## config.mk

```make
export PLATFORM = sky130hd
export DESIGN_NAME = running_stats_reducer
export DESIGN_NICKNAME = d
export VERILOG_FILES = /design/src/rtl/rsr_pkg.sv /design/src/rtl/rsr_front.sv /design/src/rtl/rsr_div.sv /design/src/rtl/rsr_back.sv /design/src/rtl/running_stats_reducer.sv
export SDC_FILE = /design/constraint.sdc
export NUM_CORES = 1
export LEC_CHECK = 0
export BUFFER_PORTS_ARGS = -buffer_cell sky130_fd_sc_hd__buf_2
export CELL_PAD_IN_SITES_DETAIL_PLACEMENT = 1
export CELL_PAD_IN_SITES_GLOBAL_PLACEMENT = 1
export CORE_UTILIZATION = 40
export CTS_BUF_LIST = sky130_fd_sc_hd__clkbuf_4 sky130_fd_sc_hd__clkbuf_8
export CTS_CLUSTER_DIAMETER = 150
export DETAILED_ROUTE_END_ITERATION = 10
export PLACE_DENSITY = 0.78
export SLEW_MARGIN = 20
export SYNTH_ARGS = -nofsm -noshare
export SYNTH_HDL_FRONTEND = slang
export SYNTH_SLANG_ARGS = --single-unit
export TNS_END_PERCENT = 1
```

## constraint.sdc

```tcl
create_clock -name aclk -period 9.2 [get_ports aclk]
set_input_delay 0.92 -clock aclk [delete_from_list [all_inputs] [get_ports aclk]]
set_output_delay 0.92 -clock aclk [all_outputs]
set_load 0.05 [all_outputs]
```

## src/rtl/rsr_pkg.sv

```systemverilog
package rsr_pkg;

    // Result width and divider geometry
    localparam int STAT_W    = 64;
    localparam int DIV_STEPS = 64;
    localparam int DIV_CNT_W = 6;

    // Register map
    localparam int KIND_W   = 4;
    localparam int REG_KIND = 0;

    // Statistic selector codes
    typedef enum logic [KIND_W-1:0] {
        KIND_COUNT     = 4'd0,
        KIND_SUM       = 4'd1,
        KIND_FIRST     = 4'd2,
        KIND_LAST      = 4'd3,
        KIND_MIN       = 4'd4,
        KIND_AVERAGE   = 4'd5,
        KIND_MAX       = 4'd6,
        KIND_PERIOD_AVG = 4'd7,
        KIND_INCREASE  = 4'd8
    } kind_t;

    // Back end sequencer
    typedef enum logic [1:0] {
        BK_IDLE = 2'd0,
        BK_SEL  = 2'd1,
        BK_DIV  = 2'd2
    } bk_state_t;

    // Divider handshake
    typedef struct packed {
        logic busy;
        logic done;
    } div_status_t;

endpackage

```

## src/rtl/rsr_front.sv

```systemverilog
module rsr_front #(
    parameter int SAMPLE_WIDTH = 32,
    parameter int TDATA_W      = 32
) (
    input  logic                    aclk,
    input  logic                    aresetn,
    input  logic                    s_tvalid,
    output logic                    s_tready,
    input  logic [TDATA_W-1:0]      s_tdata,
    input  logic                    s_tuser,
    output logic                    q_valid,
    output logic                    q_clear,
    output logic [SAMPLE_WIDTH-1:0] q_sample,
    input  logic                    q_pop
);

    // Two-entry command queue: clear flag and sample per entry
    logic                    clear_reg  [2];
    logic [SAMPLE_WIDTH-1:0] sample_reg [2];
    logic                    wr_ptr_reg, wr_ptr_next;
    logic                    rd_ptr_reg, rd_ptr_next;
    logic [1:0]              fill_reg, fill_next;
    logic                    push;

    assign s_tready = (fill_reg != 2'd2);
    assign push     = s_tvalid && s_tready;
    assign q_valid  = (fill_reg != 2'd0);
    assign q_clear  = clear_reg[rd_ptr_reg];
    assign q_sample = sample_reg[rd_ptr_reg];

    // Pointer and fill bookkeeping
    always_comb begin
        wr_ptr_next = push ? ~wr_ptr_reg : wr_ptr_reg;
        rd_ptr_next = q_pop ? ~rd_ptr_reg : rd_ptr_reg;
        fill_next   = fill_reg;
        if (push && !q_pop) begin
            fill_next = fill_reg + 2'd1;
        end else if (!push && q_pop) begin
            fill_next = fill_reg - 2'd1;
        end
    end

    always_ff @(posedge aclk) begin
        if (!aresetn) begin
            wr_ptr_reg <= 1'b0;
            rd_ptr_reg <= 1'b0;
            fill_reg   <= 2'd0;
        end else begin
            wr_ptr_reg <= wr_ptr_next;
            rd_ptr_reg <= rd_ptr_next;
            fill_reg   <= fill_next;
        end
    end

    // Classify the beat on entry: clear items drop their sample
    always_ff @(posedge aclk) begin
        if (push) begin
            clear_reg[wr_ptr_reg]  <= s_tuser;
            sample_reg[wr_ptr_reg] <= s_tuser ? '0 : s_tdata[SAMPLE_WIDTH-1:0];
        end
    end

endmodule

```

## src/rtl/rsr_div.sv

```systemverilog
module rsr_div #(
    parameter int COUNT_WIDTH = 32
) (
    input  logic                        aclk,
    input  logic                        aresetn,
    input  logic                        start,
    input  logic [rsr_pkg::STAT_W-1:0]  dividend,
    input  logic [COUNT_WIDTH-1:0]      divisor,
    output logic [rsr_pkg::STAT_W-1:0]  quotient,
    output rsr_pkg::div_status_t        status
);

    logic [rsr_pkg::STAT_W-1:0]   quo_reg, quo_next;
    logic [COUNT_WIDTH-1:0]       rem_reg, rem_next;
    logic [COUNT_WIDTH-1:0]       dvs_reg;
    logic [rsr_pkg::DIV_CNT_W-1:0] cnt_reg, cnt_next;
    logic                         busy_reg, busy_next;
    logic                         done_reg, done_next;
    logic [COUNT_WIDTH:0]         trial;
    logic [COUNT_WIDTH:0]         diff;

    assign quotient    = quo_reg;
    assign status.busy = busy_reg;
    assign status.done = done_reg;

    // One restoring step per cycle, quotient bits shift in at the bottom
    always_comb begin
        trial     = {rem_reg, quo_reg[rsr_pkg::STAT_W-1]};
        diff      = trial - {1'b0, dvs_reg};
        quo_next  = quo_reg;
        rem_next  = rem_reg;
        cnt_next  = cnt_reg;
        busy_next = busy_reg;
        done_next = 1'b0;
        if (start) begin
            quo_next  = dividend;
            rem_next  = '0;
            cnt_next  = rsr_pkg::DIV_CNT_W'(rsr_pkg::DIV_STEPS - 1);
            busy_next = 1'b1;
        end else if (busy_reg) begin
            if (!diff[COUNT_WIDTH]) begin
                rem_next = diff[COUNT_WIDTH-1:0];
                quo_next = {quo_reg[rsr_pkg::STAT_W-2:0], 1'b1};
            end else begin
                rem_next = trial[COUNT_WIDTH-1:0];
                quo_next = {quo_reg[rsr_pkg::STAT_W-2:0], 1'b0};
            end
            cnt_next = cnt_reg - 1'b1;
            if (cnt_reg == '0) begin
                busy_next = 1'b0;
                done_next = 1'b1;
            end
        end
    end

    always_ff @(posedge aclk) begin
        if (!aresetn) begin
            busy_reg <= 1'b0;
            done_reg <= 1'b0;
            cnt_reg  <= '0;
        end else begin
            busy_reg <= busy_next;
            done_reg <= done_next;
            cnt_reg  <= cnt_next;
        end
    end

    always_ff @(posedge aclk) begin
        quo_reg <= quo_next;
        rem_reg <= rem_next;
        if (start) begin
            dvs_reg <= divisor;
        end
    end

endmodule

```

## src/rtl/rsr_back.sv

```systemverilog
module rsr_back #(
    parameter int SAMPLE_WIDTH = 32,
    parameter int COUNT_WIDTH  = 32
) (
    input  logic                       aclk,
    input  logic                       aresetn,
    input  rsr_pkg::kind_t             kind,
    input  logic                       q_valid,
    input  logic                       q_clear,
    input  logic [SAMPLE_WIDTH-1:0]    q_sample,
    output logic                       q_pop,
    output logic                       m_tvalid,
    input  logic                       m_tready,
    output logic [rsr_pkg::STAT_W-1:0] m_tdata
);

    localparam int SW = rsr_pkg::STAT_W;

    rsr_pkg::bk_state_t state_reg, state_next;

    // Running totals
    logic [COUNT_WIDTH-1:0]         count_reg;
    logic [SW-1:0]                  sum_reg;
    logic signed [SAMPLE_WIDTH-1:0] first_reg, last_reg, least_reg, greatest_reg;
    logic signed [SAMPLE_WIDTH-1:0] smp;

    // Output slot and divider hookup
    logic                 m_valid_reg;
    logic [SW-1:0]        m_data_reg;
    logic                 out_load;
    logic [SW-1:0]        out_value;
    logic                 neg_reg;
    logic                 div_start;
    logic [SW-1:0]        div_quo;
    rsr_pkg::div_status_t div_st;
    logic [SW-1:0]        sum_mag;
    logic [SW-1:0]        stat;
    logic                 is_avg;

    assign smp      = q_sample;
    assign m_tvalid = m_valid_reg;
    assign m_tdata  = m_data_reg;
    assign sum_mag  = sum_reg[SW-1] ? (SW'(0) - sum_reg) : sum_reg;
    assign is_avg   = (kind == rsr_pkg::KIND_AVERAGE) || (kind == rsr_pkg::KIND_PERIOD_AVG);

    rsr_div #(
        .COUNT_WIDTH(COUNT_WIDTH)
    ) u_div (
        .aclk     (aclk),
        .aresetn  (aresetn),
        .start    (div_start),
        .dividend (sum_mag),
        .divisor  (count_reg),
        .quotient (div_quo),
        .status   (div_st)
    );

    // Selected statistic from the settled totals
    always_comb begin
        case (kind)
            rsr_pkg::KIND_COUNT:    stat = SW'(count_reg);
            rsr_pkg::KIND_SUM:      stat = sum_reg;
            rsr_pkg::KIND_FIRST:    stat = SW'(first_reg);
            rsr_pkg::KIND_LAST:     stat = SW'(last_reg);
            rsr_pkg::KIND_MIN:      stat = SW'(least_reg);
            rsr_pkg::KIND_MAX:      stat = SW'(greatest_reg);
            rsr_pkg::KIND_INCREASE: stat = SW'(last_reg) - SW'(first_reg);
            default:                stat = '0;
        endcase
    end

    // Sequencer: pop, settle totals, then select or divide
    always_comb begin
        state_next = state_reg;
        q_pop      = 1'b0;
        div_start  = 1'b0;
        out_load   = 1'b0;
        out_value  = stat;
        case (state_reg)
            rsr_pkg::BK_IDLE: begin
                if (q_valid && !m_valid_reg) begin
                    q_pop      = 1'b1;
                    state_next = rsr_pkg::BK_SEL;
                end
            end
            rsr_pkg::BK_SEL: begin
                if (is_avg && (count_reg != '0)) begin
                    div_start  = 1'b1;
                    state_next = rsr_pkg::BK_DIV;
                end else begin
                    out_load   = 1'b1;
                    state_next = rsr_pkg::BK_IDLE;
                end
            end
            rsr_pkg::BK_DIV: begin
                out_value = neg_reg ? (SW'(0) - div_quo) : div_quo;
                if (div_st.done) begin
                    out_load   = 1'b1;
                    state_next = rsr_pkg::BK_IDLE;
                end
            end
            default: begin
                state_next = rsr_pkg::BK_IDLE;
            end
        endcase
    end

    always_ff @(posedge aclk) begin
        if (!aresetn) begin
            state_reg <= rsr_pkg::BK_IDLE;
        end else begin
            state_reg <= state_next;
        end
    end

    // Fold a sample or clear the totals
    always_ff @(posedge aclk) begin
        if (!aresetn) begin
            count_reg    <= '0;
            sum_reg      <= '0;
            first_reg    <= '0;
            last_reg     <= '0;
            least_reg    <= '0;
            greatest_reg <= '0;
        end else if (q_pop) begin
            if (q_clear) begin
                count_reg    <= '0;
                sum_reg      <= '0;
                first_reg    <= '0;
                last_reg     <= '0;
                least_reg    <= '0;
                greatest_reg <= '0;
            end else begin
                if (count_reg == '0) begin
                    first_reg    <= smp;
                    least_reg    <= smp;
                    greatest_reg <= smp;
                end else begin
                    if (smp < least_reg) begin
                        least_reg <= smp;
                    end
                    if (smp > greatest_reg) begin
                        greatest_reg <= smp;
                    end
                end
                sum_reg  <= sum_reg + SW'(smp);
                last_reg <= smp;
                if (count_reg != '1) begin
                    count_reg <= count_reg + 1'b1;
                end
            end
        end
    end

    // Sign of the sum, held while dividing
    always_ff @(posedge aclk) begin
        if (div_start) begin
            neg_reg <= sum_reg[SW-1];
        end
    end

    // Output register
    always_ff @(posedge aclk) begin
        if (!aresetn) begin
            m_valid_reg <= 1'b0;
        end else if (out_load) begin
            m_valid_reg <= 1'b1;
        end else if (m_tready) begin
            m_valid_reg <= 1'b0;
        end
    end

    always_ff @(posedge aclk) begin
        if (out_load) begin
            m_data_reg <= out_value;
        end
    end

endmodule

```

## src/rtl/running_stats_reducer.sv

```systemverilog
// Running statistics over signed samples.
// Input beats (s_*): tuser is the action (1 clears all totals, 0 folds the
// sample in tdata). Every input beat yields exactly one output beat (m_*)
// carrying the 64-bit statistic chosen by the reduction_kind register,
// computed from the totals after that beat.
// reduction_kind sits at APB byte address 0; write it only while idle.
// After an item is popped, m_tvalid rises once its statistic is loaded into
// the output register; for average / period average with a nonzero count the
// divider is loaded first and runs 64 one-bit restoring steps, then the
// quotient is registered at the output.
// One item is worked on at a time; the next one is popped the cycle after the
// output beat is taken.
// A two-entry queue behind the input takes further beats while an item is
// being worked on or a result waits on m_tready; when the output beat stalls
// the back end holds and the queue fills, then s_tready drops.
// Synchronous reset (aresetn low) zeroes all totals, clears the queue and
// m_tvalid, and sets reduction_kind to count.
module running_stats_reducer #(
    parameter int SAMPLE_WIDTH = 32,
    parameter int COUNT_WIDTH  = 32
) (
    input  logic                                 aclk,
    input  logic                                 aresetn,
    // input stream
    input  logic                                 s_tvalid,
    output logic                                 s_tready,
    input  logic [((SAMPLE_WIDTH+7)/8)*8-1:0]    s_tdata,   // [SAMPLE_WIDTH-1:0] sample
    input  logic                                 s_tuser,   // [0] action
    // result stream
    output logic                                 m_tvalid,
    input  logic                                 m_tready,
    output logic [rsr_pkg::STAT_W-1:0]           m_tdata,   // [63:0] statistic
    // configuration
    input  logic                                 psel,
    input  logic                                 penable,
    input  logic                                 pwrite,
    input  logic [2:0]                           paddr,
    input  logic [31:0]                          pwdata,
    output logic [31:0]                          prdata,
    output logic                                 pready
);

    localparam int TDATA_W = ((SAMPLE_WIDTH + 7) / 8) * 8;

    rsr_pkg::kind_t          kind_reg;
    logic                    cfg_hit;
    logic                    q_valid;
    logic                    q_clear;
    logic [SAMPLE_WIDTH-1:0] q_sample;
    logic                    q_pop;

    // Register file: one 4-bit selector
    assign pready  = 1'b1;
    assign cfg_hit = (paddr[2] == 1'b0);
    assign prdata  = cfg_hit ? 32'(kind_reg) : '0;

    always_ff @(posedge aclk) begin
        if (!aresetn) begin
            kind_reg <= rsr_pkg::KIND_COUNT;
        end else if (psel && penable && pwrite && pready && cfg_hit) begin
            kind_reg <= rsr_pkg::kind_t'(pwdata[rsr_pkg::KIND_W-1:0]);
        end
    end

    rsr_front #(
        .SAMPLE_WIDTH(SAMPLE_WIDTH),
        .TDATA_W     (TDATA_W)
    ) u_front (
        .aclk     (aclk),
        .aresetn  (aresetn),
        .s_tvalid (s_tvalid),
        .s_tready (s_tready),
        .s_tdata  (s_tdata),
        .s_tuser  (s_tuser),
        .q_valid  (q_valid),
        .q_clear  (q_clear),
        .q_sample (q_sample),
        .q_pop    (q_pop)
    );

    rsr_back #(
        .SAMPLE_WIDTH(SAMPLE_WIDTH),
        .COUNT_WIDTH (COUNT_WIDTH)
    ) u_back (
        .aclk     (aclk),
        .aresetn  (aresetn),
        .kind     (kind_reg),
        .q_valid  (q_valid),
        .q_clear  (q_clear),
        .q_sample (q_sample),
        .q_pop    (q_pop),
        .m_tvalid (m_tvalid),
        .m_tready (m_tready),
        .m_tdata  (m_tdata)
    );

endmodule
```

==> results by group <==
Power
  • Leakage power: 13.8 nW
  • Combinational Power Share: 0.477
  • Seq pwr share: 0.298
  • P_int: 5.76 mW
  • Cell area power density: 290 mW/mm^2
  • NetSw: 4.51 mW
  • Sw Share: 0.439
  • Share of total power in the clock network: 0.224
  • Worst vdd ir: 0.161 mV

Cells and area
  • Synthesis-to-finish area growth: 11.1%
  • Most common cell after layout, fill and taps aside: nand2_1
  • Layout cell share with drive strength beyond 1: 0.116
  • Nets: 3,945
  • Most frequent cells in the layout: 375 x nand2_1, 274 x dfxtp_1, 267 x a21oi_1
  • Final design utilization: 0.448
  • Final std cells w/o fill: 4,794

Routing
  • Total routed wirelength: 103 mm
  • Final ANT Viol Nets: 0
  • Via/cell ratio: 5.84
  • DRT Pass-1 Iters: 5
  • DRC: 0
  • Initial DRC count: 2,171
  • Post-DR wirelength/cell: 21.5 um
  • Total number of vias: 28,000

Yosys
  • Cells after Synth: 3,603
  • Post-synthesis compound-gate area fraction: 0.213
  • Post-Synth Adder-Cell Area: 0.0803
  • FFs w/ async S/R, synth: 0
  • Library cells used by synthesis: 80
  • Syn avg cell area: 8.85 um^2
  • Register area share after synthesis: 0.387
  • Post-Synth XOR/XNOR Area: 0.0722
  • Post-synth EDFFs: 227
  • Warnings, synthesis: 0
  • Simple-Gate Fraction of Synth Area: 0.163
  • Largest family of logic cells by synthesized area: compound AO/OA/AOI/OAI gates
  • Multiplexer share of the synthesized area: 0.0314
  • Top_reg_cell synth: dfxtp_1
  • Synthesized flop and latch total: 503
  • Mapped Area: 0.0319 mm^2

Global route
  • Largest net degree at the start of global routing: 87
  • Gr usage total: 0.249
  • First-pass GRT wire length: 160 mm
  • Initial antenna violation count: 2
  • Vias in the first global route: 28,000
  • Overflow after GRT: 0

Worst hold path
  • Min-delay src: u_back.first_reg[18]
  • Hold crit path type: flip-flop to flip-flop

Setup path
  • R2R cell count: 10
  • Most frequent CP cell: or4_4
  • Crit path capture type: flip-flop
  • Reg2Reg Capture Point: u_back.u_div.quotient[62]
  • Worst Path Arrival: 5.61 ns
  • Critical Path, Cell by Cell: or4_1, nor4_2, nor4b_1, nand3_1, or4_4, or4_4, or3_1, o41ai_2, xor2_1, o21ai_0
  • Crit path depth: 10
  • CP endpoint: u_back.u_div.quotient[62]
  • Family with the most delay on the worst path: simple AND/OR/NAND/NOR gates
  • Max FO, Critical Path: 6
  • Crit path from: u_back.sum_reg[16]
  • Setup CP Type: flip-flop to flip-flop
  • Startpoint Class: flip-flop
  • CP peak stage delay: 0.82 ns
  • Critical R2R Launch: u_back.sum_reg[16]
  • WP data required: 9.63 ns
  • Worst path slowest cell: nor4b_1
  • Critical path buffer and inverter count: 0
  • Flop2flop setup slack: 4.02 ns

CTS
  • Clock network latency to the later pin of the worst-skew pair: 0.70 ns
  • Root Buffer: clkbuf_8
  • Post-CTS setup buffers: 0
  • TritonCTS Buffers: 94
  • CTS tree: built
  • Post-CTS Hold Fix Bufs: 0
  • CTS sink count: 503
  • CTS max path bufs: 3
  • Cts repair resizes: 0
  • Clock transition at path regs: 0.07 ns
  • Htree depth: 3

STA
  • Max-slew headroom: 0.260
  • Clk_skew: 0.0232 ns
  • Setup TNS Final: 0 ns
  • Crit path time final: 5.18 ns
  • Slew @ Worst Pin: 1.11 ns
  • Final slew viol count: 0
  • Final setup violation count: 0
  • RSZ-0062 raised after global routing: false
  • Fin. Hold Viols: 0
  • Final worst-path cycle share: 0.563
  • Fmax: 193 MHz
  • Worst hold margin: 0.476 ns

Place
  • Routability cong.: 0.913
  • DPL Wire Length: 74.6 mm
  • Placed insts: 4,621
  • Port-buffer cells: 114

Die
  • Die height: 284 um
  • Core Footprint: 0.0790 mm^2
  • Initial core utilization: 0.404
  • Top-Level Pins: 174
  • Overall die width: 284 um
  • Die area: 0.0809 mm^2
  • Rows: 103

Outcome
  • Status: finished clean

Job
  • Max Cap Viol: 0
cell usage after synthesis, types with 16 or more instances:
cell	instances	area share
nand2_1	376	0.044
and3_1	19	0.0037
and2_1	42	0.0082
o31ai_1	76	0.018
nor4_1	20	0.0039
a22oi_1	116	0.027
inv_1	194	0.023
buf_4	29	0.0068
or3_1	28	0.0055
mux2_2	33	0.012
edfxtp_1	227	0.21
xor2_1	126	0.035
xnor2_1	137	0.038
mux2i_1	63	0.020
nor2b_1	55	0.011
dfxtp_1	276	0.17
or4_1	20	0.0047
nor3_1	51	0.0080
o21ai_0	257	0.040
nand2b_1	24	0.0047
a211oi_1	16	0.0038
a21oi_1	267	0.042
nor2_1	206	0.024
o41ai_1	21	0.0058
a21o_1	89	0.021
a31oi_1	27	0.0053
ha_1	200	0.078
nand4_1	60	0.012
nand3_1	88	0.014
clkbuf_1	187	0.022
a221o_1	33	0.010
through the flow:
stage	setup WS [ns]	instance area (um^2)	power (mW)
final	4.02	35400	10.3
after floorplan	2.74	32000	6.49
after global routing	3.84	35400	10.9
after detailed placement	4.02	33500	7.92
after global placement	4.07	33500	7.77
after CTS	4.01	35400	10.3
worst min-delay path by stage:
stage                      endpoint  slack (ns)  cells after the start
2_1_floorplan   u_back.least_reg[0]        0.45                      2
3_3_place_gp   u_back.first_reg[10]        0.46                      2
3_5_place_dp   u_back.first_reg[18]        0.47                      2
4_1_cts                 kind_reg[1]        0.42                      3
5_1_grt                 kind_reg[3]        0.46                      3
6_report       u_back.first_reg[18]        0.48                      2
cell type report:
class / instances / area (um^2)
fillers: 9271 / 43600
multi-input cells: 2702 / 18100
flip-flops and latches: 503 / 12300
clock buffers: 136 / 1670
well taps: 1050 / 1310
repair buffers: 170 / 991
inverters: 196 / 741
clock inverters: 36 / 297
diodes: 1 / 2.50
tightest hold or removal path: stages (launching register included):
cell     delay, ns
dfxtp_1       0.32
nand2_1       0.06
a21oi_1       0.05
logic make-up after synthesis:
| kind of cell | Yosys count |
|---|---|
| AOI/OAI and AO/OA | 1052 |
| xor gates and xnor gates | 263 |
| adders and majority gates | 203 |
| buffers and inverters | 425 |
| DFF | 503 |
| muxes | 96 |
| other | 2 |
| and+or+nand+nor | 1059 |
routing by layer:
metal | vias up | track usage | share of wire
li1 | 13300 | - | -
met1 | 13800 | 0.347 | 0.46
met2 | 757 | 0.398 | 0.45
met3 | 144 | 0.0349 | 0.061
met4 | 2 | 0.0780 | 0.025
met5 | - | 0 | 0.00014
power by group through the flow:
stage / clock network (mW) / logic [mW] / registers [mW]
after floorplan: 0 / 3.45 / 3.04
after global placement: 0 / 4.69 / 3.07
after detailed placement: 0 / 4.83 / 3.09
after CTS: 2.35 / 4.86 / 3.05
after global routing: 2.45 / 5.36 / 3.09
final: 2.31 / 4.91 / 3.06
Power figures use the tool's default switching activity.
